`src/qxmm_pkg.sv`:
```
// shared widths, reset values, register indexes and arithmetic helpers for the motor mixer
package qxmm_pkg;

  localparam int THR_W   = 12;
  localparam int TERM_W  = 16;
  localparam int SLEW_W  = 15;
  localparam int PULSE_W = 12;
  localparam int TRIM_W  = 8;
  localparam int MOTOR_W = 16;
  localparam int MIX_W   = 20;
  localparam int CFG_IDX_W  = 2;
  localparam int CFG_DATA_W = 15;
  localparam int IN_DATA_W  = 64;
  localparam int OUT_DATA_W = 64;

  localparam logic [SLEW_W-1:0]  SLEW_RESET  = 15'd30;
  localparam logic [THR_W-1:0]   ARM_RESET   = 12'd1020;
  localparam logic [PULSE_W-1:0] IDLE_RESET  = 12'd1000;
  localparam logic [TRIM_W-1:0]  TRIM_RESET  = 8'd5;

  localparam logic [CFG_IDX_W-1:0] REG_SLEW_LIMIT     = 2'd0;
  localparam logic [CFG_IDX_W-1:0] REG_ARM_THRESHOLD  = 2'd1;
  localparam logic [CFG_IDX_W-1:0] REG_IDLE_PULSE     = 2'd2;
  localparam logic [CFG_IDX_W-1:0] REG_MOTOR_ONE_TRIM = 2'd3;

  // move last toward raw by at most lim
  function automatic logic signed [TERM_W-1:0] slew_step(
    input logic signed [TERM_W-1:0] last,
    input logic signed [TERM_W-1:0] raw,
    input logic [SLEW_W-1:0]        lim
  );
    logic signed [TERM_W:0] d;
    logic signed [TERM_W:0] lim_s;
    logic signed [TERM_W:0] sum;
    lim_s = signed'({2'b00, lim});
    d = (TERM_W+1)'(raw) - (TERM_W+1)'(last);
    if (d > lim_s) begin
      d = lim_s;
    end else if (d < -lim_s) begin
      d = -lim_s;
    end
    sum = (TERM_W+1)'(last) + d;
    return sum[TERM_W-1:0];
  endfunction

  function automatic logic [MOTOR_W-1:0] sat16(input logic signed [MIX_W-1:0] v);
    logic [MOTOR_W-1:0] res;
    if (v > 20'sd32767) begin
      res = 16'h7fff;
    end else if (v < -20'sd32768) begin
      res = 16'h8000;
    end else begin
      res = v[MOTOR_W-1:0];
    end
    return res;
  endfunction

endpackage

```
`src/quad_x_motor_mixer_slew_top.sv`:
```
// x-frame motor mixer with slew-limited roll, pitch and yaw terms
// One word is taken per clock while the output is not stalled; it passes through
// one input register, then a single pass of slew limiting, mixing and
// saturation into the result register. The rate of one word per cycle is
// set by the stored roll, pitch and yaw terms, which feed back to the next word
// through the slew logic. While the result register holds a word that is
// not taken, the input register still fills, so up to two words sit inside.
// Pulses saturate to signed 16 bits; at or below the arm threshold all four motors
// give the idle pulse and tuser (armed) is low. Configuration writes take
// effect at once and are meant for idle periods only.
module quad_x_motor_mixer_slew_top (
  input  logic                             clk,
  input  logic                             rst,
  input  logic                             cfg_we,
  input  logic [qxmm_pkg::CFG_IDX_W-1:0]   cfg_index,
  input  logic [qxmm_pkg::CFG_DATA_W-1:0]  cfg_data,
  input  logic                             s_axis_tvalid,
  output logic                             s_axis_tready,
  // throttle_in, roll_term, pitch_term, yaw_term, zero fill
  input  logic [qxmm_pkg::IN_DATA_W-1:0]   s_axis_tdata,
  output logic                             m_axis_tvalid,
  input  logic                             m_axis_tready,
  // motor_front_a, motor_front_b, motor_rear_a, motor_rear_b
  output logic [qxmm_pkg::OUT_DATA_W-1:0]  m_axis_tdata,
  // armed
  output logic                             m_axis_tuser
);

  logic [qxmm_pkg::SLEW_W-1:0]  slew_limit;
  logic [qxmm_pkg::THR_W-1:0]   arm_threshold;
  logic [qxmm_pkg::PULSE_W-1:0] idle_pulse;
  logic [qxmm_pkg::TRIM_W-1:0]  motor_one_trim;

  logic                                in_valid;
  logic [qxmm_pkg::THR_W-1:0]          in_thr;
  logic signed [qxmm_pkg::TERM_W-1:0]  in_roll;
  logic signed [qxmm_pkg::TERM_W-1:0]  in_pitch;
  logic signed [qxmm_pkg::TERM_W-1:0]  in_yaw;

  logic signed [qxmm_pkg::TERM_W-1:0]  prev_roll;
  logic signed [qxmm_pkg::TERM_W-1:0]  prev_pitch;
  logic signed [qxmm_pkg::TERM_W-1:0]  prev_yaw;

  logic                                out_valid;
  logic [qxmm_pkg::OUT_DATA_W-1:0]     out_data;
  logic                                out_armed;

  logic                                advance;
  logic signed [qxmm_pkg::TERM_W-1:0]  roll_next;
  logic signed [qxmm_pkg::TERM_W-1:0]  pitch_next;
  logic signed [qxmm_pkg::TERM_W-1:0]  yaw_next;
  logic signed [qxmm_pkg::MIX_W-1:0]   t_ext;
  logic signed [qxmm_pkg::MIX_W-1:0]   r_ext;
  logic signed [qxmm_pkg::MIX_W-1:0]   p_ext;
  logic signed [qxmm_pkg::MIX_W-1:0]   y_ext;
  logic signed [qxmm_pkg::MIX_W-1:0]   trim_ext;
  logic                                armed_next;
  logic [qxmm_pkg::OUT_DATA_W-1:0]     out_data_next;
  logic [qxmm_pkg::MOTOR_W-1:0]        idle_ext;

  assign advance       = in_valid && (!out_valid || m_axis_tready);
  assign s_axis_tready = !in_valid || advance;
  assign m_axis_tvalid = out_valid;
  assign m_axis_tdata  = out_data;
  assign m_axis_tuser  = out_armed;

  // configuration registers
  always_ff @(posedge clk) begin
    if (rst) begin
      slew_limit     <= qxmm_pkg::SLEW_RESET;
      arm_threshold  <= qxmm_pkg::ARM_RESET;
      idle_pulse     <= qxmm_pkg::IDLE_RESET;
      motor_one_trim <= qxmm_pkg::TRIM_RESET;
    end else if (cfg_we) begin
      unique case (cfg_index)
        qxmm_pkg::REG_SLEW_LIMIT:     slew_limit     <= cfg_data;
        qxmm_pkg::REG_ARM_THRESHOLD:  arm_threshold  <= cfg_data[qxmm_pkg::THR_W-1:0];
        qxmm_pkg::REG_IDLE_PULSE:     idle_pulse     <= cfg_data[qxmm_pkg::PULSE_W-1:0];
        qxmm_pkg::REG_MOTOR_ONE_TRIM: motor_one_trim <= cfg_data[qxmm_pkg::TRIM_W-1:0];
        default: ;
      endcase
    end
  end

  // input register
  always_ff @(posedge clk) begin
    if (rst) begin
      in_valid <= 1'b0;
    end else if (s_axis_tready) begin
      in_valid <= s_axis_tvalid;
    end
  end

  always_ff @(posedge clk) begin
    if (s_axis_tready && s_axis_tvalid) begin
      in_thr   <= s_axis_tdata[11:0];
      in_roll  <= s_axis_tdata[27:12];
      in_pitch <= s_axis_tdata[43:28];
      in_yaw   <= s_axis_tdata[59:44];
    end
  end

  // slew limiting and mixing
  always_comb begin
    roll_next  = qxmm_pkg::slew_step(prev_roll,  in_roll,  slew_limit);
    pitch_next = qxmm_pkg::slew_step(prev_pitch, in_pitch, slew_limit);
    yaw_next   = qxmm_pkg::slew_step(prev_yaw,   in_yaw,   slew_limit);
    t_ext    = signed'({8'd0, in_thr});
    trim_ext = signed'({12'd0, motor_one_trim});
    r_ext    = qxmm_pkg::MIX_W'(roll_next);
    p_ext    = qxmm_pkg::MIX_W'(pitch_next);
    y_ext    = qxmm_pkg::MIX_W'(yaw_next);
    idle_ext = {4'd0, idle_pulse};
    armed_next = in_thr > arm_threshold;
    if (armed_next) begin
      out_data_next = {
        qxmm_pkg::sat16(t_ext - r_ext + p_ext + y_ext),
        qxmm_pkg::sat16(t_ext - r_ext - p_ext - y_ext),
        qxmm_pkg::sat16(t_ext + r_ext - p_ext + y_ext - trim_ext),
        qxmm_pkg::sat16(t_ext + r_ext + p_ext - y_ext)
      };
    end else begin
      out_data_next = {idle_ext, idle_ext, idle_ext, idle_ext};
    end
  end

  // stored terms
  always_ff @(posedge clk) begin
    if (rst) begin
      prev_roll  <= '0;
      prev_pitch <= '0;
      prev_yaw   <= '0;
    end else if (advance) begin
      prev_roll  <= roll_next;
      prev_pitch <= pitch_next;
      prev_yaw   <= yaw_next;
    end
  end

  // result register
  always_ff @(posedge clk) begin
    if (rst) begin
      out_valid <= 1'b0;
    end else if (advance) begin
      out_valid <= 1'b1;
    end else if (m_axis_tready) begin
      out_valid <= 1'b0;
    end
  end

  always_ff @(posedge clk) begin
    if (advance) begin
      out_data  <= out_data_next;
      out_armed <= armed_next;
    end
  end

endmodule

```
`config.mk`:
```
export PLATFORM = sky130hd
export DESIGN_NAME = quad_x_motor_mixer_slew_top
export DESIGN_NICKNAME = d
export VERILOG_FILES = /design/src/qxmm_pkg.sv /design/src/quad_x_motor_mixer_slew_top.sv
export SDC_FILE = /design/constraint.sdc
export NUM_CORES = 1
export LEC_CHECK = 0
export BUFFER_PORTS_ARGS = -buffer_cell sky130_fd_sc_hd__buf_2
export CAP_MARGIN = 0
export CORE_ASPECT_RATIO = 1.75
export CORE_MARGIN = 2
export CORE_UTILIZATION = 30
export DETAILED_ROUTE_END_ITERATION = 7
export PLACE_DENSITY = 0.45
export SYNTH_ARGS = -nofsm -noshare
export SYNTH_HDL_FRONTEND = slang
export SYNTH_SLANG_ARGS = --single-unit
```
`constraint.sdc`:
```
create_clock -name clk -period 23.2 [get_ports clk]
set_input_delay 1.16 -clock clk [delete_from_list [all_inputs] [get_ports clk]]
set_output_delay 1.16 -clock clk [all_outputs]
set_load 0.02 [all_outputs]
```
Word level (Yosys, flattened, before mapping)
Cells that the tools add are included.
- $add $sub $neg: 18
- order comparisons: 15
- eq/ne operators: 3
- muxes and demuxes: 17
- bitwise operators: 1
- reductions and logical operators: 16
- operators by type and width (cell ; number):
    2-to-1 mux 16 bit ; 13
    2-to-1 mux 60 bit ; 1
    > comparator 17 x 16 -> 1 bit ; 3
    < comparator 17 bit ; 3
    subtractor 16 x 16 -> 17 bit ; 3
    adder 16 bit ; 3
    > comparator 20 x 16 -> 1 bit, second input constant ; 2
    < comparator 20 x 16 -> 1 bit, second input constant ; 2
    adder 18 x 16 -> 19 bit ; 2
    > comparator 19 x 16 -> 1 bit, second input constant ; 2
    < comparator 19 x 16 -> 1 bit, second input constant ; 2
    subtractor 18 x 16 -> 19 bit ; 2
    adder 17 x 16 -> 18 bit ; 2
    subtractor 17 x 16 -> 18 bit ; 2
    subtractor 20 x 9 -> 20 bit ; 1
    adder 13 x 16 -> 17 bit ; 1
    negator 15 -> 17 bit ; 1
    subtractor 13 x 16 -> 17 bit ; 1
    2-to-1 mux 15 bit ; 1
    > comparator 12 bit ; 1
    AND reduction 2 bit ; 4
    OR reduction 2 bit ; 4
    == test 2 bit, second input constant ; 2
    == test 2 x 1 -> 1 bit, second input constant ; 1
    7 further kinds ; 11
- flip-flop bits (word level): 222
- word-level logic and storage cells: 90

Longest topological paths before layout
Gate-level depths: netlist of run 1.
- word-level depth: 13
- mapped depth: 54

Least setup slack after synthesis of run 1
No wires, ideal clock.
- path type: register to register
- from: register prev_roll[1] (netlist name)
- to: register out_data, in the netlist m_axis_tdata[16] (data pin)
- setup time: 0.170 ns
- data arrival time: 10.175 ns
- required time: 23.030 ns
- slack: 12.856 ns
- stages on the path, launching flop included: 53
- clock period less this slack: 10.344 ns
- cells stage by stage: dfxtp_1 -> inv_1 -> ha_1 -> nor2b_1 -> o21ai_0 -> a21boi_1 -> o41ai_1 -> o21bai_1 -> a21o_1 -> a21oi_1 -> xnor2_1 -> ha_1 -> and4_1 -> or4b_2 -> o21ai_0 -> nand3_1 -> o21ba_2 -> clkbuf_1 -> (+17 left out) -> o21ai_0 -> nand2_1 -> xnor2_1 -> fa_1 -> inv_1 -> ha_1 -> a21oi_1 -> o21ai_0 -> a2111o_1 -> a31oi_1 -> a2111oi_2 -> nor2_1 -> or4b_1 -> mux2i_1 -> o211ai_1 -> and2_4 -> buf_6 -> a311oi_2
- cells in the longest elaborated chain, start to end: 13
- elaborated cells on any way between the ends: 15
- RTL lines (item ; RTL line ; RTL):
    from (decl) ; quad_x_motor_mixer_slew_top.sv:40 ; logic signed [qxmm_pkg::TERM_W-1:0] prev_roll;
    from (signal assigned) ; quad_x_motor_mixer_slew_top.sv:134 ; prev_roll <= roll_next;
    subtractor 16 x 16 -> 17 bit ; qxmm_pkg.sv:36 ; d = (TERM_W+1)'(raw) - (TERM_W+1)'(last);
    < comparator 17 bit ; qxmm_pkg.sv:39 ; end else if (d < -lim_s) begin
    2-to-1 mux 16 bit ; qxmm_pkg.sv:39 ;
    2-to-1 mux 16 bit ; qxmm_pkg.sv:37 ; if (d > lim_s) begin
    adder 16 bit (*) ; qxmm_pkg.sv:42 ; sum = (TERM_W+1)'(last) + d;
    via r_ext, one bit ; quad_x_motor_mixer_slew_top.sv:53 ; logic signed [qxmm_pkg::MIX_W-1:0] r_ext;
    adder 13 x 16 -> 17 bit (*) ; quad_x_motor_mixer_slew_top.sv:119 ; qxmm_pkg::sat16(t_ext + r_ext - p_ext + y_ext - trim_ext),
    subtractor 17 x 16 -> 18 bit (*) ; quad_x_motor_mixer_slew_top.sv:119 ;
    adder 18 x 16 -> 19 bit (*) ; quad_x_motor_mixer_slew_top.sv:119 ;
    subtractor 20 x 9 -> 20 bit (*) ; quad_x_motor_mixer_slew_top.sv:119 ;
    < comparator 20 x 16 -> 1 bit ; qxmm_pkg.sv:50 ; end else if (v < -20'sd32768) begin
    2-to-1 mux 16 bit ; qxmm_pkg.sv:50 ;
    2-to-1 mux 16 bit (*) ; qxmm_pkg.sv:48 ; if (v > 20'sd32767) begin
    2-to-1 mux 60 bit (*) ; quad_x_motor_mixer_slew_top.sv:115 ; if (armed_next) begin
    via out_data_next, one bit ; quad_x_motor_mixer_slew_top.sv:58 ; logic [qxmm_pkg::OUT_DATA_W-1:0] out_data_next;
    to (signal assigned) ; quad_x_motor_mixer_slew_top.sv:153 ; out_data <= out_data_next;
    to (decl) ; quad_x_motor_mixer_slew_top.sv:45 ; logic [qxmm_pkg::OUT_DATA_W-1:0] out_data;
The timed path passes the listed nets; every way through them passes the cells marked *.
A chain may end at the register's enable or synchronous reset.

Final worst setup path of run 1
- from: register slew_limit[1] (netlist name)
- to: register out_data, in the netlist m_axis_tdata[2] (data pin)
- cells in the longest elaborated chain, start to end: 12
- elaborated cells on any way between the ends: 24
- RTL lines (item ; RTL line ; RTL):
    from (decl) ; quad_x_motor_mixer_slew_top.sv:29 ; logic [qxmm_pkg::SLEW_W-1:0] slew_limit;
    from (signal assigned) ; quad_x_motor_mixer_slew_top.sv:70 ; slew_limit <= qxmm_pkg::SLEW_RESET;
    from (signal assigned) ; quad_x_motor_mixer_slew_top.sv:76 ; qxmm_pkg::REG_SLEW_LIMIT: slew_limit <= cfg_data;
    negator 15 -> 17 bit ; qxmm_pkg.sv:40 ; d = -lim_s;
    < comparator 17 bit ; qxmm_pkg.sv:39 ;
    2-to-1 mux 16 bit ; qxmm_pkg.sv:39 ;
    2-to-1 mux 16 bit (*) ; qxmm_pkg.sv:37 ;
    adder 16 bit (*) ; qxmm_pkg.sv:42 ;
    via r_ext, one bit ; quad_x_motor_mixer_slew_top.sv:53 ;
    adder 13 x 16 -> 17 bit (*) ; quad_x_motor_mixer_slew_top.sv:120 ; qxmm_pkg::sat16(t_ext + r_ext + p_ext - y_ext)
    adder 17 x 16 -> 18 bit (*) ; quad_x_motor_mixer_slew_top.sv:120 ;
    subtractor 18 x 16 -> 19 bit (*) ; quad_x_motor_mixer_slew_top.sv:120 ;
    < comparator 19 x 16 -> 1 bit ; qxmm_pkg.sv:50 ;
    2-to-1 mux 16 bit ; qxmm_pkg.sv:50 ;
    2-to-1 mux 16 bit (*) ; qxmm_pkg.sv:48 ;
    2-to-1 mux 60 bit (*) ; quad_x_motor_mixer_slew_top.sv:115 ;
    via out_data_next, one bit ; quad_x_motor_mixer_slew_top.sv:58 ;
Marked as above.

==> results_dict.tcl, run 1 <==
set metrics [dict create \
    status "complete, no violations" \
    path_common_cell "ha_1" \
    syn2layout_area_growth_pct 12.0 \
    cp_top_family "compound AO/OA/AOI/OAI gates" \
    grt_max_degree 69 \
    clockBufferDepth 3 \
    nFillCells 7876 \
    die_h_um 367 \
    fin_crit_sh_pct 62.6 \
    reg2reg_from "slew_limit[1]" \
    grt_pass1_wl_mm 120 \
    synth.avg_cell_area_um2 8.36 \
    rsz0062_at_grt "no" \
    floorplan.initialDensity_pct 30.2 \
    path_max_fanout 27 \
    path_class "reg2reg" \
    hold_violations 0 \
    drive_above_1_share_pct 9.10 \
    yosys.area.top_type_share_pct 17.0 \
    clkSinkCount 222 \
    clock_skew_ns 0.0468 \
    drt_iter0_drc 769 \
    synth_seq_cells 222 \
    yosysTopAreaCell "ha_1" \
    slew_headroom_pct 15.3 \
    max_freq_ghz 0.0688 \
    syn_inst 2706 \
    die_area_mm2 0.0777 \
    clock_latency_ns 0.62 \
    synth_commonest_cells "ha_1 (307), inv_1 (299), a21oi_1 (281), nand2_1 (281), nor2_1 (212)" \
    io_buffers 148 \
    hp-start "arm_threshold[1]" \
    cts_tree "yes" \
    setup_tns_ns 0 \
    synthArstFlopShare_pct 0 \
    yosysUniqueCellTypes 87 \
    postRouteAntennaNets 0 \
    htreeDepth 1 \
    ctsResizeCount 0 \
    synth_fp_nets 3177 \
    overflow 0 \
    synthTopCellsByArea "ha_1 (17%), edfxtp_1 (17%), dfxtp_1 (8.6%)" \
    synth-main-ff-cell "edfxtp_1" \
    worst_pin_slew_ns 1.24 \
    core_area_mm2 0.0749 \
    cp-start-kind "register" \
    finalSetupViolCount 0 \
    synth_warnings 0 \
    syn_area_mm2 0.0226 \
    routed_wl_mm 80.1 \
    num_vias 19500 \
    std_cell_rows 133 \
    cts-root-buf "clkbuf_16" \
    antenna_found_initial 0 \
    dpl.hpwl_mm 66.7 \
    hold-path-cell-count 2 \
    min_path_type "reg2reg" \
    slowest_stage "a31oi_1" \
    reg2reg_setup_slack_ns 8.67 \
    drtPass1Iterations 7 \
    num_io_pins 153 \
    cts.clk_slew.worst_paths_ns 0.06 \
    fin_nets 3295 \
    yosysSeqAreaShare_pct 25.2 \
    drt-wirelength-per-cell_um 21.1 \
    die_w_um 212 \
    slowest_delay_ns 0.74 \
    grt.total_usage_pct 20.5 \
    diodes 0 \
    grt_pass1_vias 20500 \
    yosysMostFrequentCell "ha_1" \
    r2r_cells 46 \
    post-cts-setup-buffer-count 0 \
    holdPathEnd "arm_threshold[1]" \
    cts_buffers 27 \
    cts_hold_buf 0 \
    arrival_ns 14.82 \
    cp_num_buf_inv 5 \
    maxSlewViolCount 0 \
    place_congestion 0.905 \
    drcViolationCount 0 \
    endpoint_kind "register" \
    worstPathRequired_ns 23.50 \
    synth-edff-count 125 \
    viasPerCell 5.16 \
    min_period_ns 14.53 \
    maxCapViolations 0 \
    r2r_end "m_axis_tdata[2]" \
]
final cells by class:
type	count	area [µm²]	share of cell area, %
clock buffers	29	693	2.74
inverters	301	1130	4.47
repair buffers	168	893	3.53
clock inverters	21	225	0.889
well taps	945	1180	4.67
multi-input cells	2104	15500	61.2
flip-flops and latches	222	5700	22.5
cells by family after synthesis:
logic type | after synthesis | share of synthesized area [%]
AND/OR/NAND/NOR | 789 | 16.2
multiplexers | 30 | 1.35
AO/OA/AOI/OAI | 720 | 20.0
adder cells (fa/ha/maj) | 389 | 24.1
buffers and inverters | 380 | 6.37
flip-flops | 222 | 25.2
XOR/XNOR | 176 | 6.88
worst max-delay path by stage:
| stage | start | endpoint | slack, ns | cells after the start |
|---|---|---|---|---|
| detailed placement | prev_roll[1] | m_axis_tdata[2] | 8.74 | 49 |
| finish | slew_limit[1] | m_axis_tdata[2] | 8.67 | 46 |
| global placement | prev_roll[1] | m_axis_tdata[2] | 8.85 | 49 |
| floorplan | prev_roll[1] | m_axis_tdata[16] | 12.86 | 52 |
| global route | slew_limit[1] | m_axis_tdata[2] | 7.96 | 46 |
| CTS | prev_roll[1] | m_axis_tdata[2] | 8.70 | 49 |
sequential cells by signal, indices dropped and copies added (netlist names):
name,count
m_axis_tdata,64
in_pitch,16
in_roll,16
in_yaw,16
prev_pitch,16
prev_roll,16
prev_yaw,16
slew_limit,15
arm_threshold,12
idle_pulse,12
in_thr,12
motor_one_trim,8
in_valid,1
m_axis_tuser,1
m_axis_tvalid,1
worst register-to-register path, delay by kind of cell, from the launching register on:
| kind | cells | cell delay [ns] |
|---|---|---|
| mux | 1 | 0.18 |
| compound gates | 17 | 5.23 |
| simple gates | 13 | 3.90 |
| fa+ha+maj | 7 | 2.73 |
| flops | 1 | 0.39 |
| buf+inv | 5 | 0.79 |
| xor+xnor | 3 | 0.98 |
cell usage in the layout, fill, tap and decap left out, drive strengths merged, types with 18 or more instances in the layout:
| cell | n |
|---|---|
| ha | 307 |
| inv | 306 |
| a21oi | 283 |
| nand2 | 281 |
| nor2 | 212 |
| buf | 168 |
| o21ai | 141 |
| xnor2 | 135 |
| edfxtp | 125 |
| dfxtp | 97 |
| fa | 78 |
| a21o | 57 |
| nor3 | 56 |
| nand3 | 45 |
| nor2b | 42 |
| xor2 | 40 |
| o21a | 32 |
| nand2b | 31 |
| clkbuf | 29 |
| mux2i | 26 |
| o211ai | 24 |
| o21bai | 22 |
| nand4 | 21 |
| a211o | 20 |
| a211oi | 18 |
| o31ai | 18 |
metrics by stage:
step	utilization [%]	worst slack, ns	cells	area, µm²	hold WS [ns]
floorplan	-	12.86	2706	22600	0.436
global placement	32.6	8.85	3740	24400	0.442
detailed placement	32.6	8.74	3740	24400	0.450
CTS	33.8	8.70	3790	25300	0.460
global route	33.8	7.96	3790	25300	0.476
finish	33.8	8.67	3790	25300	0.458
metal layers:
layer	global-route usage [%]	up-vias	wire length (µm)
met2	41.9	381	44700
li1	-	9670	-
met1	20.0	9356	28900
met4	10.5	0	4380
met5	0	-	0
met3	1.51	142	2160
Power of run 1 is left out: the tool's default activity adds up to more than one toggle a clock period on the data nets, which glitch-free logic cannot reach.
==> run 2, diff against run 1 <==
--- a/config.mk
+++ b/config.mk
@@ -11,7 +11,7 @@
 export CORE_MARGIN = 2
 export CORE_UTILIZATION = 30
 export DETAILED_ROUTE_END_ITERATION = 7
-export PLACE_DENSITY = 0.45
+export PLACE_DENSITY = 0.47
 export SYNTH_ARGS = -nofsm -noshare
 export SYNTH_HDL_FRONTEND = slang
 export SYNTH_SLANG_ARGS = --single-unit
==> constraint.sdc (replaced) <==
create_clock -name clk -period 12.3 [get_ports clk]
set_input_delay 0.615 -clock clk [delete_from_list [all_inputs] [get_ports clk]]
set_output_delay 0.615 -clock clk [all_outputs]
set_load 0.02 [all_outputs]
==> results_dict.tcl, run 2 (synthesis gave the netlist of run 1 again) <==
set metrics [dict create \
    grt_pass1_vias 21900 \
    place_area_mm2 0.0269 \
    maxSlewViolCount 0 \
    r2r_end "m_axis_tdata[52]" \
    clkSinkCount 222 \
    rsz0062_at_grt "no" \
    syn2layout_area_growth_pct 23.1 \
    viasPerCell 5.06 \
    reg2reg_setup_slack_ns 0.65 \
    grt_max_degree 71 \
    status "complete, no violations" \
    final_common_cell "buf_4" \
    slowest_stage "or4b_2" \
    floorplan.initialDensity_pct 30.2 \
    clockBufferDepth 3 \
    cts_tree "yes" \
    std_cell_rows 133 \
    place_congestion 0.892 \
    r2r_cells 56 \
    holdPathEnd "in_pitch[2]" \
    worstPathRequired_ns 12.67 \
    drtPass1Iterations 5 \
    overflow 0 \
    min_path_type "in2reg" \
    path_max_fanout 5 \
    drt_iter0_drc 961 \
    post-cts-setup-buffer-count 0 \
    fin_nets 3620 \
    drt-wirelength-per-cell_um 20.3 \
    diodes 0 \
    largest_reg_flops 64 \
    core_area_mm2 0.0749 \
    cts.clk_slew.worst_paths_ns 0.07 \
    setup_tns_ns 0 \
    design_area_mm2 0.0278 \
    finalSetupViolCount 0 \
    drive_above_1_share_pct 18.7 \
    drcViolationCount 0 \
    endpoint_kind "register" \
    num_io_pins 153 \
    htreeDepth 1 \
    reg2reg_from "prev_roll[8]" \
    maxCapViolations 0 \
    antenna_found_initial 1 \
    nFillCells 7788 \
    clock_latency_ns 0.62 \
    min_period_ns 11.65 \
    num_vias 20800 \
    grt.total_usage_pct 21.3 \
    die_w_um 212 \
    cts_buffers 26 \
    hold-path-cell-count 1 \
    path_common_cell "buf_4" \
    layout_common_cells "buf_4 (340), ha_1 (307), inv_1 (299)" \
    hp-start "s_axis_tdata[30]" \
    cts-root-buf "clkbuf_16" \
    slowest_delay_ns 0.66 \
    fin_crit_sh_pct 94.7 \
    postRouteAntennaNets 0 \
    max_freq_ghz 0.0858 \
    clock_skew_ns 0.0195 \
    die_area_mm2 0.0777 \
    die_h_um 367 \
    io_buffers 148 \
    arrival_ns 12.03 \
    hold_violations 0 \
    grt_pass1_wl_mm 125 \
    cp-start-kind "register" \
    path_class "reg2reg" \
    worst_pin_slew_ns 1.05 \
    routed_wl_mm 83.7 \
    dpl.hpwl_mm 70.9 \
    slew_headroom_pct 29.9 \
]
==> run 2: cell type report <==
cell class                 instances  area, µm²  share of cell area (%)
multi-input combinational       2104      15600                    55.9
sequential                       222       5700                    20.5
timing repair buffer             494       3430                    12.3
tap                              945       1180                    4.25
inverter                         301       1130                    4.07
clock buffer                      29        672                    2.41
clock inverter                    19        184                   0.660
==> run 2: metal layers <==
layer	routed length [µm]	part of all wire, %	GRT usage (%)
met4	5110	6.1	11.7
met3	1900	2.3	1.31
met1	30600	37	21.0
met5	0	0	0
met2	46100	55	43.0
==> run 2: stage by stage <==
| step | hold WS, ns | instances | utilization (%) | worst slack (ns) |
|---|---|---|---|---|
| global placement | 0.443 | 4066 | 36.0 | 0.0968 |
| floorplan | 0.436 | 2706 | - | 1.96 |
| global route | 0.151 | 4114 | 37.2 | 0.0269 |
| detailed placement | 0.448 | 4066 | 36.0 | 0.00701 |
| CTS | 0.126 | 4114 | 37.1 | 0.0732 |
| finish | 0.171 | 4114 | 37.2 | 0.647 |
==> run 2: worst max-delay path: cells and delay by family, from the launching register on <==
family,cells,cell delay [ns]
AO/OA/AOI/OAI,21,4.21
AND/OR/NAND/NOR,13,2.65
adder cells (fa/ha/maj),7,2.22
buffers and inverters,12,1.58
flip-flops,1,0.36
XOR/XNOR,3,0.36
==> run 2: how the worst max path moves through the flow <==
stage,startpoint,endpoint
after CTS,prev_roll[1],m_axis_tdata[21]
after detailed placement,prev_roll[2],m_axis_tdata[52]
after global placement,prev_roll[2],m_axis_tdata[21]
after floorplan,prev_roll[1],m_axis_tdata[16]
final,prev_roll[8],m_axis_tdata[52]
after global routing,prev_roll[1],m_axis_tdata[21]
==> run 2: what timing repair did <==
action,4_1_cts,5_1_grt
endpoints found under the setup margin,3,60
gates resized for setup,4,19
hold buffers,0,0
pin swaps,0,1
Power of run 2 is left out for the same reason.
